[src/sv/polygon_fan_to_bilinear_quads_defines.svh]
// Assertion helpers shared by the block
`ifndef POLYGON_FAN_TO_BILINEAR_QUADS_DEFINES_SVH
`define POLYGON_FAN_TO_BILINEAR_QUADS_DEFINES_SVH

// same-cycle implication, held off during reset
`define PFTBQ_ASSERT(label, clk, rst_n, ante, cons) \
	label: assert property (@(posedge clk) disable iff (!rst_n) (ante) |-> (cons)) \
		else $error("pftbq assertion failed");

// next-cycle implication, held off during reset
`define PFTBQ_ASSERT_NEXT(label, clk, rst_n, ante, cons) \
	label: assert property (@(posedge clk) disable iff (!rst_n) (ante) |=> (cons)) \
		else $error("pftbq assertion failed");

`endif

[src/sv/pftbq_pkg.sv]
`timescale 1ns / 1ps
`default_nettype none

package pftbq_pkg;

	localparam int NUM_AXES     = 3;
	localparam int JOB_PTS      = 4;
	localparam int QUAD_CORNERS = 4;
	localparam int TRI_CORNERS  = 12;
	localparam int CORNER_W     = 4;
	localparam int DIV_DIGITS   = 8;

	localparam logic JOB_QUAD = 1'b0;
	localparam logic JOB_TRI  = 1'b1;

	localparam logic [1:0] PT_APEX  = 2'd0;
	localparam logic [1:0] PT_START = 2'd1;
	localparam logic [1:0] PT_NEW   = 2'd2;
	localparam logic [1:0] PT_MID   = 2'd3;

	typedef struct packed {
		logic full;
		logic empty;
	} q_stat_t;

	typedef struct packed {
		logic [1:0] a;
		logic [1:0] b;
		logic       centroid;
	} corner_sel_t;

	typedef struct packed {
		logic start;
	} div_ctl_t;

	function automatic corner_sel_t tri_sel(input logic [CORNER_W-1:0] k);
		corner_sel_t s;
		s = '{a: PT_APEX, b: PT_APEX, centroid: 1'b0};
		case (k)
			4'd0: s = '{a: PT_APEX, b: PT_APEX, centroid: 1'b0};
			4'd1: s = '{a: PT_APEX, b: PT_START, centroid: 1'b0};
			4'd2: s = '{a: PT_APEX, b: PT_NEW, centroid: 1'b0};
			4'd3: s = '{a: PT_APEX, b: PT_APEX, centroid: 1'b1};
			4'd4: s = '{a: PT_START, b: PT_START, centroid: 1'b0};
			4'd5: s = '{a: PT_APEX, b: PT_START, centroid: 1'b0};
			4'd6: s = '{a: PT_START, b: PT_NEW, centroid: 1'b0};
			4'd7: s = '{a: PT_APEX, b: PT_APEX, centroid: 1'b1};
			4'd8: s = '{a: PT_NEW, b: PT_NEW, centroid: 1'b0};
			4'd9: s = '{a: PT_START, b: PT_NEW, centroid: 1'b0};
			4'd10: s = '{a: PT_APEX, b: PT_NEW, centroid: 1'b0};
			4'd11: s = '{a: PT_APEX, b: PT_APEX, centroid: 1'b1};
			default: s = '{a: PT_APEX, b: PT_APEX, centroid: 1'b0};
		endcase
		return s;
	endfunction

endpackage

`default_nettype wire

[src/sv/pftbq_vertex_if.sv]
`timescale 1ns / 1ps
`default_nettype none

interface pftbq_vertex_if #(parameter int COORD_WIDTH = 32);
	logic                          valid;
	logic                          ready;
	logic signed [COORD_WIDTH-1:0] pos_x;
	logic signed [COORD_WIDTH-1:0] pos_y;
	logic signed [COORD_WIDTH-1:0] pos_z;
	logic                          polygon_end;

	modport source (output valid, output pos_x, output pos_y, output pos_z,
		output polygon_end, input ready);
	modport sink (input valid, input pos_x, input pos_y, input pos_z,
		input polygon_end, output ready);
endinterface

`default_nettype wire

[src/sv/pftbq_corner_if.sv]
`timescale 1ns / 1ps
`default_nettype none

interface pftbq_corner_if #(parameter int COORD_WIDTH = 32);
	logic                          valid;
	logic                          ready;
	logic [1:0]                    corner_index;
	logic signed [COORD_WIDTH-1:0] corner_x;
	logic signed [COORD_WIDTH-1:0] corner_y;
	logic signed [COORD_WIDTH-1:0] corner_z;
	logic                          run_last;

	modport source (output valid, output corner_index, output corner_x, output corner_y,
		output corner_z, output run_last, input ready);
	modport sink (input valid, input corner_index, input corner_x, input corner_y,
		input corner_z, input run_last, output ready);
endinterface

`default_nettype wire

[src/sv/pftbq_front.sv]
`timescale 1ns / 1ps
`default_nettype none

module pftbq_front #(
	parameter int COORD_WIDTH = 32
) (
	input  logic                 clk,
	input  logic                 arst_n,
	pftbq_vertex_if.sink         vertex,
	input  pftbq_pkg::q_stat_t   q_stat,
	output logic                 push,
	output logic                 job_kind,
	output logic [pftbq_pkg::JOB_PTS-1:0][pftbq_pkg::NUM_AXES-1:0][COORD_WIDTH-1:0] job_pts
);
	import pftbq_pkg::*;

	localparam logic [1:0] PH_APEX  = 2'd0;
	localparam logic [1:0] PH_START = 2'd1;
	localparam logic [1:0] PH_MID   = 2'd2;
	localparam logic [1:0] PH_CLOSE = 2'd3;

	logic [1:0]                                phase_q;
	logic [NUM_AXES-1:0][COORD_WIDTH-1:0]      apex_q;
	logic [NUM_AXES-1:0][COORD_WIDTH-1:0]      start_q;
	logic [NUM_AXES-1:0][COORD_WIDTH-1:0]      mid_q;
	logic [NUM_AXES-1:0][COORD_WIDTH-1:0]      v;
	logic                                      accept;

	assign v = {vertex.pos_z, vertex.pos_y, vertex.pos_x};
	assign vertex.ready = !q_stat.full;
	assign accept = vertex.valid && vertex.ready;
	assign push = accept && ((phase_q == PH_CLOSE) ||
		((phase_q == PH_MID) && vertex.polygon_end));
	assign job_kind = (phase_q == PH_CLOSE) ? JOB_QUAD : JOB_TRI;
	assign job_pts = {mid_q, v, start_q, apex_q};

	always_ff @(posedge clk or negedge arst_n) begin
		if (!arst_n) begin
			phase_q <= PH_APEX;
		end else if (accept) begin
			if (vertex.polygon_end) begin
				phase_q <= PH_APEX;
			end else begin
				case (phase_q)
					PH_APEX:  phase_q <= PH_START;
					PH_START: phase_q <= PH_MID;
					PH_MID:   phase_q <= PH_CLOSE;
					PH_CLOSE: phase_q <= PH_MID;
					default:  phase_q <= PH_APEX;
				endcase
			end
		end
	end

	always_ff @(posedge clk) begin
		if (accept) begin
			case (phase_q)
				PH_APEX:  apex_q <= v;
				PH_START: start_q <= v;
				PH_MID: begin
					if (!vertex.polygon_end) begin
						mid_q <= v;
					end
				end
				PH_CLOSE: start_q <= v;
				default:  apex_q <= v;
			endcase
		end
	end

endmodule

`default_nettype wire

[src/sv/pftbq_jobq.sv]
`timescale 1ns / 1ps
`default_nettype none

module pftbq_jobq #(
	parameter int WIDTH = 8
) (
	input  logic               clk,
	input  logic               arst_n,
	input  logic               push,
	input  logic [WIDTH-1:0]   push_data,
	input  logic               pop,
	output logic [WIDTH-1:0]   head,
	output pftbq_pkg::q_stat_t q_stat
);
	import pftbq_pkg::*;

	logic [WIDTH-1:0] mem [2];
	logic             wr_q;
	logic             rd_q;
	logic [1:0]       cnt_q;

	assign head = mem[rd_q];
	assign q_stat.full = (cnt_q == 2'd2);
	assign q_stat.empty = (cnt_q == 2'd0);

	always_ff @(posedge clk) begin
		if (push) begin
			mem[wr_q] <= push_data;
		end
	end

	always_ff @(posedge clk or negedge arst_n) begin
		if (!arst_n) begin
			wr_q  <= 1'b0;
			rd_q  <= 1'b0;
			cnt_q <= 2'd0;
		end else begin
			if (push) begin
				wr_q <= !wr_q;
			end
			if (pop) begin
				rd_q <= !rd_q;
			end
			if (push && !pop) begin
				cnt_q <= cnt_q + 2'd1;
			end else if (pop && !push) begin
				cnt_q <= cnt_q - 2'd1;
			end
		end
	end

endmodule

`default_nettype wire

[src/sv/pftbq_div3.sv]
`timescale 1ns / 1ps
`default_nettype none

module pftbq_div3 #(
	parameter int COORD_WIDTH = 32
) (
	input  logic clk,
	input  logic arst_n,
	input  logic start,
	input  logic [pftbq_pkg::JOB_PTS-1:0][pftbq_pkg::NUM_AXES-1:0][COORD_WIDTH-1:0] pts,
	output logic valid,
	output logic [pftbq_pkg::NUM_AXES-1:0][COORD_WIDTH-1:0] res
);
	import pftbq_pkg::*;

	localparam int SUM_W = COORD_WIDTH + 2;
	localparam int NSTEP = (SUM_W + DIV_DIGITS - 1) / DIV_DIGITS;
	localparam int PAD_W = NSTEP * DIV_DIGITS;
	localparam int CNT_W = $clog2(NSTEP + 1);
	localparam logic [COORD_WIDTH-1:0] BIAS = {1'b1, {(COORD_WIDTH-1){1'b0}}};

	logic [NUM_AXES-1:0][PAD_W-1:0]       dvd_q;
	logic [NUM_AXES-1:0][COORD_WIDTH-1:0] quo_q;
	logic [NUM_AXES-1:0][1:0]             rem_q;
	logic [NUM_AXES-1:0][PAD_W-1:0]       sum;
	logic [NUM_AXES-1:0][DIV_DIGITS-1:0]  qd;
	logic [NUM_AXES-1:0][1:0]             rem_nxt;
	logic [CNT_W-1:0]                     cnt_q;
	logic                                 busy_q;
	logic                                 valid_q;

	always_comb begin
		logic [2:0] t;
		logic [1:0] r;
		for (int ax = 0; ax < NUM_AXES; ax++) begin
			sum[ax] = PAD_W'(pts[PT_APEX][ax] ^ BIAS) + PAD_W'(pts[PT_START][ax] ^ BIAS)
				+ PAD_W'(pts[PT_NEW][ax] ^ BIAS);
			r = rem_q[ax];
			for (int i = 0; i < DIV_DIGITS; i++) begin
				t = {r, dvd_q[ax][PAD_W-1-i]};
				if (t >= 3'd3) begin
					qd[ax][DIV_DIGITS-1-i] = 1'b1;
					r = 2'(t - 3'd3);
				end else begin
					qd[ax][DIV_DIGITS-1-i] = 1'b0;
					r = t[1:0];
				end
			end
			rem_nxt[ax] = r;
			res[ax] = quo_q[ax] ^ BIAS;
		end
	end

	assign valid = valid_q;

	always_ff @(posedge clk) begin
		if (start) begin
			dvd_q <= sum;
			rem_q <= '0;
			quo_q <= '0;
		end else if (busy_q) begin
			for (int ax = 0; ax < NUM_AXES; ax++) begin
				dvd_q[ax] <= {dvd_q[ax][PAD_W-DIV_DIGITS-1:0], {DIV_DIGITS{1'b0}}};
				quo_q[ax] <= {quo_q[ax][COORD_WIDTH-DIV_DIGITS-1:0], qd[ax]};
				rem_q[ax] <= rem_nxt[ax];
			end
		end
	end

	always_ff @(posedge clk or negedge arst_n) begin
		if (!arst_n) begin
			cnt_q   <= '0;
			busy_q  <= 1'b0;
			valid_q <= 1'b0;
		end else if (start) begin
			cnt_q   <= CNT_W'(NSTEP);
			busy_q  <= 1'b1;
			valid_q <= 1'b0;
		end else if (busy_q) begin
			cnt_q <= cnt_q - CNT_W'(1);
			if (cnt_q == CNT_W'(1)) begin
				busy_q  <= 1'b0;
				valid_q <= 1'b1;
			end
		end
	end

endmodule

`default_nettype wire

[src/sv/pftbq_back.sv]
`timescale 1ns / 1ps
`default_nettype none

module pftbq_back #(
	parameter int COORD_WIDTH = 32
) (
	input  logic                 clk,
	input  logic                 arst_n,
	input  pftbq_pkg::q_stat_t   q_stat,
	input  logic                 job_kind,
	input  logic [pftbq_pkg::JOB_PTS-1:0][pftbq_pkg::NUM_AXES-1:0][COORD_WIDTH-1:0] job_pts,
	input  logic [pftbq_pkg::NUM_AXES-1:0][COORD_WIDTH-1:0] centroid,
	output pftbq_pkg::div_ctl_t  div_ctl_start,
	input  logic                 div_valid,
	output logic                 pop,
	pftbq_corner_if.source       corner
);
	import pftbq_pkg::*;

	logic [CORNER_W-1:0]                  k_q;
	logic                                 go_q;
	logic                                 out_valid_q;
	logic [1:0]                           idx_q;
	logic [NUM_AXES-1:0][COORD_WIDTH-1:0] pos_q;
	logic                                 last_q;
	corner_sel_t                          sel;
	logic                                 last;
	logic                                 can_emit;
	logic [NUM_AXES-1:0][COORD_WIDTH:0]   hsum;
	logic [NUM_AXES-1:0][COORD_WIDTH-1:0] val;

	always_comb begin
		if (job_kind == JOB_TRI) begin
			sel  = tri_sel(k_q);
			last = (k_q == CORNER_W'(TRI_CORNERS - 1));
		end else begin
			sel  = '{a: k_q[1:0], b: k_q[1:0], centroid: 1'b0};
			last = (k_q == CORNER_W'(QUAD_CORNERS - 1));
		end
		for (int ax = 0; ax < NUM_AXES; ax++) begin
			hsum[ax] = {job_pts[sel.a][ax][COORD_WIDTH-1], job_pts[sel.a][ax]}
				+ {job_pts[sel.b][ax][COORD_WIDTH-1], job_pts[sel.b][ax]};
			val[ax] = sel.centroid ? centroid[ax] : hsum[ax][COORD_WIDTH:1];
		end
	end

	assign can_emit = !q_stat.empty && (!sel.centroid || div_valid)
		&& (!out_valid_q || corner.ready);
	assign pop = can_emit && last;
	assign div_ctl_start.start = !q_stat.empty && (job_kind == JOB_TRI) && !go_q;

	assign corner.valid        = out_valid_q;
	assign corner.corner_index = idx_q;
	assign corner.corner_x     = pos_q[0];
	assign corner.corner_y     = pos_q[1];
	assign corner.corner_z     = pos_q[2];
	assign corner.run_last     = last_q;

	always_ff @(posedge clk or negedge arst_n) begin
		if (!arst_n) begin
			k_q         <= '0;
			go_q        <= 1'b0;
			out_valid_q <= 1'b0;
		end else begin
			if (div_ctl_start.start) begin
				go_q <= 1'b1;
			end else if (pop) begin
				go_q <= 1'b0;
			end
			if (can_emit) begin
				k_q <= last ? '0 : k_q + CORNER_W'(1);
				out_valid_q <= 1'b1;
			end else if (corner.ready) begin
				out_valid_q <= 1'b0;
			end
		end
	end

	always_ff @(posedge clk) begin
		if (can_emit) begin
			idx_q  <= k_q[1:0];
			pos_q  <= val;
			last_q <= last;
		end
	end

endmodule

`default_nettype wire

[src/sv/polygon_fan_to_bilinear_quads.sv]
// Polygon fan to bilinear quads.
// Input channel "vertex": one polygon vertex per transfer (signed Q16.16 x, y, z)
// with polygon_end on the last vertex of each polygon.
// Output channel "corner": one patch corner per transfer; corner_index 3 closes
// a patch and run_last marks the final corner caused by one vertex.
// A vertex is taken in every cycle while the two-entry job queue has room;
// apex, start and middle vertices only update the fan state and send nothing.
// A closing vertex queues a quad (4 corners, one per cycle unless the receiver
// stalls); a polygon that ends on an unpaired vertex queues a triangle split
// (12 corners). A vertex's first corner passes through the job queue and then
// the output register. In a split, the centroid corner waits for the divide-by-3
// unit, which starts when the job reaches the queue head. Throughput is set by
// the single corner port: one corner per cycle unless receiver or divider stalls.
// Reset clears the fan phase, the queue and the output valid bit.
// When the receiver stalls, the current corner holds in the output register,
// the queue fills, and vertex.ready drops once both queue entries are taken.
`timescale 1ns / 1ps
`default_nettype none
`include "polygon_fan_to_bilinear_quads_defines.svh"

module polygon_fan_to_bilinear_quads #(
	parameter int COORD_WIDTH = 32
) (
	input  logic           clk,
	input  logic           arst_n,
	pftbq_vertex_if.sink   vertex,
	pftbq_corner_if.source corner
);
	import pftbq_pkg::*;

	localparam int JOB_W = JOB_PTS * NUM_AXES * COORD_WIDTH + 1;

	q_stat_t                                               q_stat;
	div_ctl_t                                              div_ctl;
	logic                                                  push;
	logic                                                  pop;
	logic                                                  f_kind;
	logic [JOB_PTS-1:0][NUM_AXES-1:0][COORD_WIDTH-1:0]     f_pts;
	logic                                                  h_kind;
	logic [JOB_PTS-1:0][NUM_AXES-1:0][COORD_WIDTH-1:0]     h_pts;
	logic [JOB_W-1:0]                                      push_data;
	logic [JOB_W-1:0]                                      head;
	logic                                                  div_valid;
	logic [NUM_AXES-1:0][COORD_WIDTH-1:0]                  centroid;

	assign push_data = {f_kind, f_pts};
	assign {h_kind, h_pts} = head;

	pftbq_front #(.COORD_WIDTH(COORD_WIDTH)) u_front (
		.clk      (clk),
		.arst_n   (arst_n),
		.vertex   (vertex),
		.q_stat   (q_stat),
		.push     (push),
		.job_kind (f_kind),
		.job_pts  (f_pts)
	);

	pftbq_jobq #(.WIDTH(JOB_W)) u_jobq (
		.clk       (clk),
		.arst_n    (arst_n),
		.push      (push),
		.push_data (push_data),
		.pop       (pop),
		.head      (head),
		.q_stat    (q_stat)
	);

	pftbq_div3 #(.COORD_WIDTH(COORD_WIDTH)) u_div3 (
		.clk    (clk),
		.arst_n (arst_n),
		.start  (div_ctl.start),
		.pts    (h_pts),
		.valid  (div_valid),
		.res    (centroid)
	);

	pftbq_back #(.COORD_WIDTH(COORD_WIDTH)) u_back (
		.clk           (clk),
		.arst_n        (arst_n),
		.q_stat        (q_stat),
		.job_kind      (h_kind),
		.job_pts       (h_pts),
		.centroid      (centroid),
		.div_ctl_start (div_ctl),
		.div_valid     (div_valid),
		.pop           (pop),
		.corner        (corner)
	);

	`PFTBQ_ASSERT(a_push_room, clk, arst_n, push, !q_stat.full)
	`PFTBQ_ASSERT(a_pop_data, clk, arst_n, pop, !q_stat.empty)
	`PFTBQ_ASSERT(a_close_idx, clk, arst_n, corner.valid && corner.run_last, corner.corner_index == 2'd3)
	`PFTBQ_ASSERT_NEXT(a_push_lands, clk, arst_n, push && !pop, !q_stat.empty)

endmodule

`default_nettype wire

[src/flat_wrapper.sv]
// flat-port wrapper written by rule: the top's interface ports become plain ports
module polygon_fan_to_bilinear_quads_flat import pftbq_pkg::*;
#(
	parameter int COORD_WIDTH = 32
)
  (clk, arst_n, vertex_valid, vertex_pos_x, vertex_pos_y, vertex_pos_z, vertex_polygon_end, vertex_ready, corner_valid, corner_corner_index, corner_corner_x, corner_corner_y, corner_corner_z, corner_run_last, corner_ready);
  pftbq_vertex_if #(.COORD_WIDTH(COORD_WIDTH)) vertex_i ();
  pftbq_corner_if #(.COORD_WIDTH(COORD_WIDTH)) corner_i ();
  input  logic clk;
  input  logic arst_n;
  input wire logic [$bits(vertex_i.valid)-1:0] vertex_valid;
  input wire logic [$bits(vertex_i.pos_x)-1:0] vertex_pos_x;
  input wire logic [$bits(vertex_i.pos_y)-1:0] vertex_pos_y;
  input wire logic [$bits(vertex_i.pos_z)-1:0] vertex_pos_z;
  input wire logic [$bits(vertex_i.polygon_end)-1:0] vertex_polygon_end;
  output wire logic [$bits(vertex_i.ready)-1:0] vertex_ready;
  output wire logic [$bits(corner_i.valid)-1:0] corner_valid;
  output wire logic [$bits(corner_i.corner_index)-1:0] corner_corner_index;
  output wire logic [$bits(corner_i.corner_x)-1:0] corner_corner_x;
  output wire logic [$bits(corner_i.corner_y)-1:0] corner_corner_y;
  output wire logic [$bits(corner_i.corner_z)-1:0] corner_corner_z;
  output wire logic [$bits(corner_i.run_last)-1:0] corner_run_last;
  input wire logic [$bits(corner_i.ready)-1:0] corner_ready;
  assign vertex_i.valid = vertex_valid;
  assign vertex_i.pos_x = vertex_pos_x;
  assign vertex_i.pos_y = vertex_pos_y;
  assign vertex_i.pos_z = vertex_pos_z;
  assign vertex_i.polygon_end = vertex_polygon_end;
  assign vertex_ready = vertex_i.ready;
  assign corner_valid = corner_i.valid;
  assign corner_corner_index = corner_i.corner_index;
  assign corner_corner_x = corner_i.corner_x;
  assign corner_corner_y = corner_i.corner_y;
  assign corner_corner_z = corner_i.corner_z;
  assign corner_run_last = corner_i.run_last;
  assign corner_i.ready = corner_ready;
  polygon_fan_to_bilinear_quads #(.COORD_WIDTH(COORD_WIDTH)) u_core (.clk(clk), .arst_n(arst_n), .vertex(vertex_i), .corner(corner_i));
endmodule
[config.mk]
export PLATFORM = sky130hd
export DESIGN_NAME = polygon_fan_to_bilinear_quads_flat
export DESIGN_NICKNAME = d
export VERILOG_FILES = /design/src/sv/pftbq_pkg.sv /design/src/sv/pftbq_vertex_if.sv /design/src/sv/pftbq_corner_if.sv /design/src/sv/pftbq_front.sv /design/src/sv/pftbq_jobq.sv /design/src/sv/pftbq_div3.sv /design/src/sv/pftbq_back.sv /design/src/sv/polygon_fan_to_bilinear_quads.sv /design/src/flat_wrapper.sv
export VERILOG_INCLUDE_DIRS = /design/src /design/src/sv
export SDC_FILE = /design/constraint.sdc
export NUM_CORES = 2
export LEC_CHECK = 0
export CAP_MARGIN = 20
export CELL_PAD_IN_SITES_DETAIL_PLACEMENT = 1
export CELL_PAD_IN_SITES_GLOBAL_PLACEMENT = 2
export CORE_MARGIN = 1
export CORE_UTILIZATION = 45
export DETAILED_ROUTE_END_ITERATION = 10
export DONT_BUFFER_PORTS = 1
export PLACE_DENSITY = 0.76
export SLEW_MARGIN = 40
export SYNTH_ARGS = -nofsm -noshare
export SYNTH_HDL_FRONTEND = slang
export SYNTH_SLANG_ARGS = --single-unit
[constraint.sdc]
create_clock -name clk -period 57.5 [get_ports clk]
set_clock_uncertainty 0.05 [all_clocks]
set_input_delay 2.875 -clock clk [delete_from_list [all_inputs] [get_ports clk]]
set_output_delay 2.875 -clock clk [all_outputs]
set_load 0.02 [all_outputs]
==> run summary <==
The worst setup path is captured at a register. Maximum clock frequency: 0.1202 GHz. TritonCTS built the clock tree. In this run the worst hold path is classified as register to register. The Yosys step of the flow raised 0 warnings. Fill cells in the final layout number 14850. The highest-delay cell along the critical path was dfrtp_4. After detailed routing, the total wire length is 199300 µm. The final weighted congestion of routability-driven global placement came out at 0.8607. Number of H-tree levels: 4. Clock tree synthesis inserted a total of 153 buffers. Broken down by cell family, the worst path's largest delay share belongs to compound AO/OA/AOI/OAI gates. The combinational family with the most area after synthesis was compound AO/OA/AOI/OAI gates. For the signal arrival time at the worst endpoint, the log shows 8800 ps. The run finished with clean final reports. The via count is 43460. The number of nets in the synthesized netlist is 5783.

At the placement stage, the worst setup path has a slack of 49210 ps. In the routed layout, each cell is associated on average with a via count of 5.874. Number of maximum-capacitance constraint violations: 0. The most numerous cell type found on the critical path is o21ai_0. The synthesized netlist devotes 7.739% of its cell area to simple gates.

After detailed routing, the number of remaining DRC violations is 0. The clock passes through at most 3 buffers. The average instance in the mapped netlist occupies 12.55 µm².

Post-CTS timing repair inserted 0 buffers for setup. Dividing the detail-routed wire length by the instance count gives 26.94 µm. The number of distinct standard cells referenced by the synthesized netlist was 91.

The worst path meets setup with 49180 ps of slack. The synthesized instance count was 5360. The residual antenna-violating net count after detailed routing was 0. For this run, the leading register cell type out of synthesis is edfxtp_1. The complex-gate fraction of the synthesized area was 12.44%.

Walking the worst path, the cells encountered are mux2_4, nand3_1, and2_4, buf_4, buf_4, buf_4, o211ai_1, o21ai_0, inv_1, fa_1, nor2b_1, o21ai_0, a21boi_0, o211ai_1, a21o_1, a41oi_1, o21ai_0, a21oi_1, o31ai_1, o21ai_0, a21oi_1, o31a_1. Setup TNS: 0 ps. The logs give 1396 for the clock sink count and 5 for the total iterations of the first detailed-routing run. Counting flops with a built-in enable in the synthesized netlist gives 1277. The run gives 790 ps as the latest clock arrival within the worst-skew pair. The start-to-end type of the worst setup path was register to register. Leaving out fill and tap cells, the most frequent cell in the layout is edfxtp_1.

In this run the cell area of the synthesized design comes to 67290 µm². Leaving out fill and tap cells, the most frequent cells in the layout are 1277 x edfxtp_1, 627 x nand2_1, 595 x o21ai_0. Cells fill 50.47% of the core in the end. The worst-margin pin slew works out to 1010 ps.

The die is 388.7 µm wide. Across all hold checks on the routed design, the worst slack comes to 385.4 ps. Global routing consumed, over all layers together, 26.16% of the routing resources. For the number of failing setup endpoints in the final timing report, the log shows 0. Number of antenna violations at the first check in global routing: 10. The total count of max-transition violations in the final report came out at 0.

The post-route netlist has 9.773% of its cells at a drive strength greater than 1. The tools report the sort of element at the start of the critical path as a register. The share of synthesized registers carrying an async set or reset was 1.218%; the number of global-route vias before repair was 43720. The worst pin sits at a relative slew slack of 32.17%.

Buffers placed on the I/O ports in this run total 0. In the finished design, the share of the clock period the worst path needs comes to 14.47%. The sequential area share after synthesis is 60.66%, and the peak per-stage delay on the critical path is 820 ps. The count of instances resized after the clock tree is built was 0. The total number of placement rows is 141.

The number of top-level pins is 202, and the adder-cell share of the synthesized area is 7.125%. The critical path contains buffers and inverters numbering 4 combined. Entering global routing, the biggest net connects 136 pins. The first global-routing pass estimated 292800 µm of wire.

The clock period could shrink to 8321 ps. The total number of nets in the final design is 5764, and the initial cell density of the core is 45.46%. The hold violation count in the final report is 0, and the multiplexer share of the synthesized area is 7.574%.

Synthesis inferred 1396 register bits. After global routing the overflow that remains totals 0. Biggest fanout along the worst timing path: 59. Setup repair after global routing left no endpoint under its margin. After clock tree synthesis, the clock-pin slew on the worst setup and hold paths is 60 ps.

After legalization and detailed placement, the total HPWL measured 139400 µm. Setup slack on the worst flop-to-flop path: 49180 ps. Compared with the post-synthesis result, the final layout area differs by 11.02%. The die span in y is 388.7 µm. The die covers 151100 µm². For the number of DRC violations after detailed-routing iteration 0, the log shows 3266. After Yosys synthesis, XOR and XNOR cells account for 1.926% of the synthesized area. STA puts the critical path data required time at 57980 ps.

The total core area was 148000 µm². Clock tree synthesis selected as its root buffer the cell clkbuf_16. Hold repair after CTS inserted 0 buffers.
final timing paths:
path                                                   from                                end  depth (start not counted)
min in group asynchronous                            arst_n               u_core.u_back.k_q[0]                          0
worst max register to register           u_core.u_jobq.rd_q  u_core.u_back.corner.corner_x[31]                         22
worst max-delay path                     u_core.u_jobq.rd_q  u_core.u_back.corner.corner_x[31]                         22
worst min-delay path            u_core.u_front.job_pts[338]          u_core.u_jobq.mem[0][338]                          0
max in group asynchronous                            arst_n                 u_core.u_jobq.rd_q                          0
worst min register to register  u_core.u_front.job_pts[338]          u_core.u_jobq.mem[0][338]                          0
sequential cells by signal, indices dropped and copies added (netlist names), 3 cells and up:
name / count
u_core.u_div3.rem_q: 6
u_core.u_front.job_pts: 288
u_core.u_back.corner.corner_x: 32
u_core.u_div3.cnt_q: 3
u_core.u_back.corner.corner_z: 32
u_core.u_back.corner.corner_y: 32
u_core.u_jobq.mem: 770
u_core.u_div3.quo_q: 3
u_core.u_div3.res: 93
u_core.u_back.k_q: 4
u_core.u_div3.dvd_q: 120
area by class of cell:
cell class	instances	area (µm²)	share of cell area, %
Antenna cell	4	10.01	0.01340
Inverter	212	803.3	1.075
Sequential cell	1396	40820	54.65
Clock inverter	84	949.7	1.271
Tap cell	1930	2415	3.233
Clock buffer	194	4095	5.482
Multi-Input combinational cell	3510	24900	33.33
Timing Repair Buffer	68	705.7	0.9447
logic make-up after synthesis:
group,count (synthesis)
adder cells (fa/ha/maj),322
flip-flops,1396
AO/OA/AOI/OAI,1370
multiplexers,483
XOR/XNOR,148
AND/OR/NAND/NOR,1187
buffers and inverters,454
through the flow:
| step | instance area [µm²] | instances |
|---|---|---|
| after floorplan | 67290 | 5360 |
| final | 74700 | 7398 |
| after global placement | 69410 | 7108 |
| after global routing | 74690 | 7394 |
| after CTS | 74630 | 7393 |
| after detailed placement | 69590 | 7115 |
metal layers:
layer	vias to the layer above	global-route usage (%)	part of all wire, %
met1	22280	38.91	48
li1	19900	-	-
met3	223	4.289	5.7
met2	1050	40.38	45
met4	2	5.217	1.8
met5	-	0	0.0060
cells in the mapped netlist (7+ instances only):
cell type	instances	area share [%]
o21a_1	24	0.27
o41ai_1	13	0.17
a21o_1	85	0.95
mux2i_1	288	4.3
edfxtp_1	1277	57
mux2_2	192	3.2
and3_1	19	0.18
inv_1	211	1.2
nor2b_1	28	0.26
or4_1	10	0.11
dfrtp_1	17	0.63
a31o_2	7	0.091
a22oi_1	8	0.089
a211o_1	7	0.091
buf_1	35	0.20
and2_1	37	0.34
nand2b_1	42	0.39
xnor2_1	77	1.0
o2111ai_1	7	0.091
nand3_1	42	0.31
nand2_1	627	3.5
o31ai_1	24	0.27
dfxtp_1	102	3.0
nor2_1	263	1.5
clkbuf_1	203	1.1
a21oi_1	219	1.6
a31oi_1	33	0.31
xor2_1	71	0.92
o21ai_0	598	4.4
o211ai_1	206	2.3
or3_1	22	0.20
nand3b_1	10	0.11
nor3_1	33	0.25
fa_1	102	3.0
a21boi_0	11	0.12
nand4_1	8	0.074
o21bai_1	21	0.23
nor3b_1	15	0.17
a211oi_1	30	0.33
ha_1	220	4.1
Power is left out: the tool's default activity adds up to more than one toggle a clock period on the data nets, which glitch-free logic cannot reach.
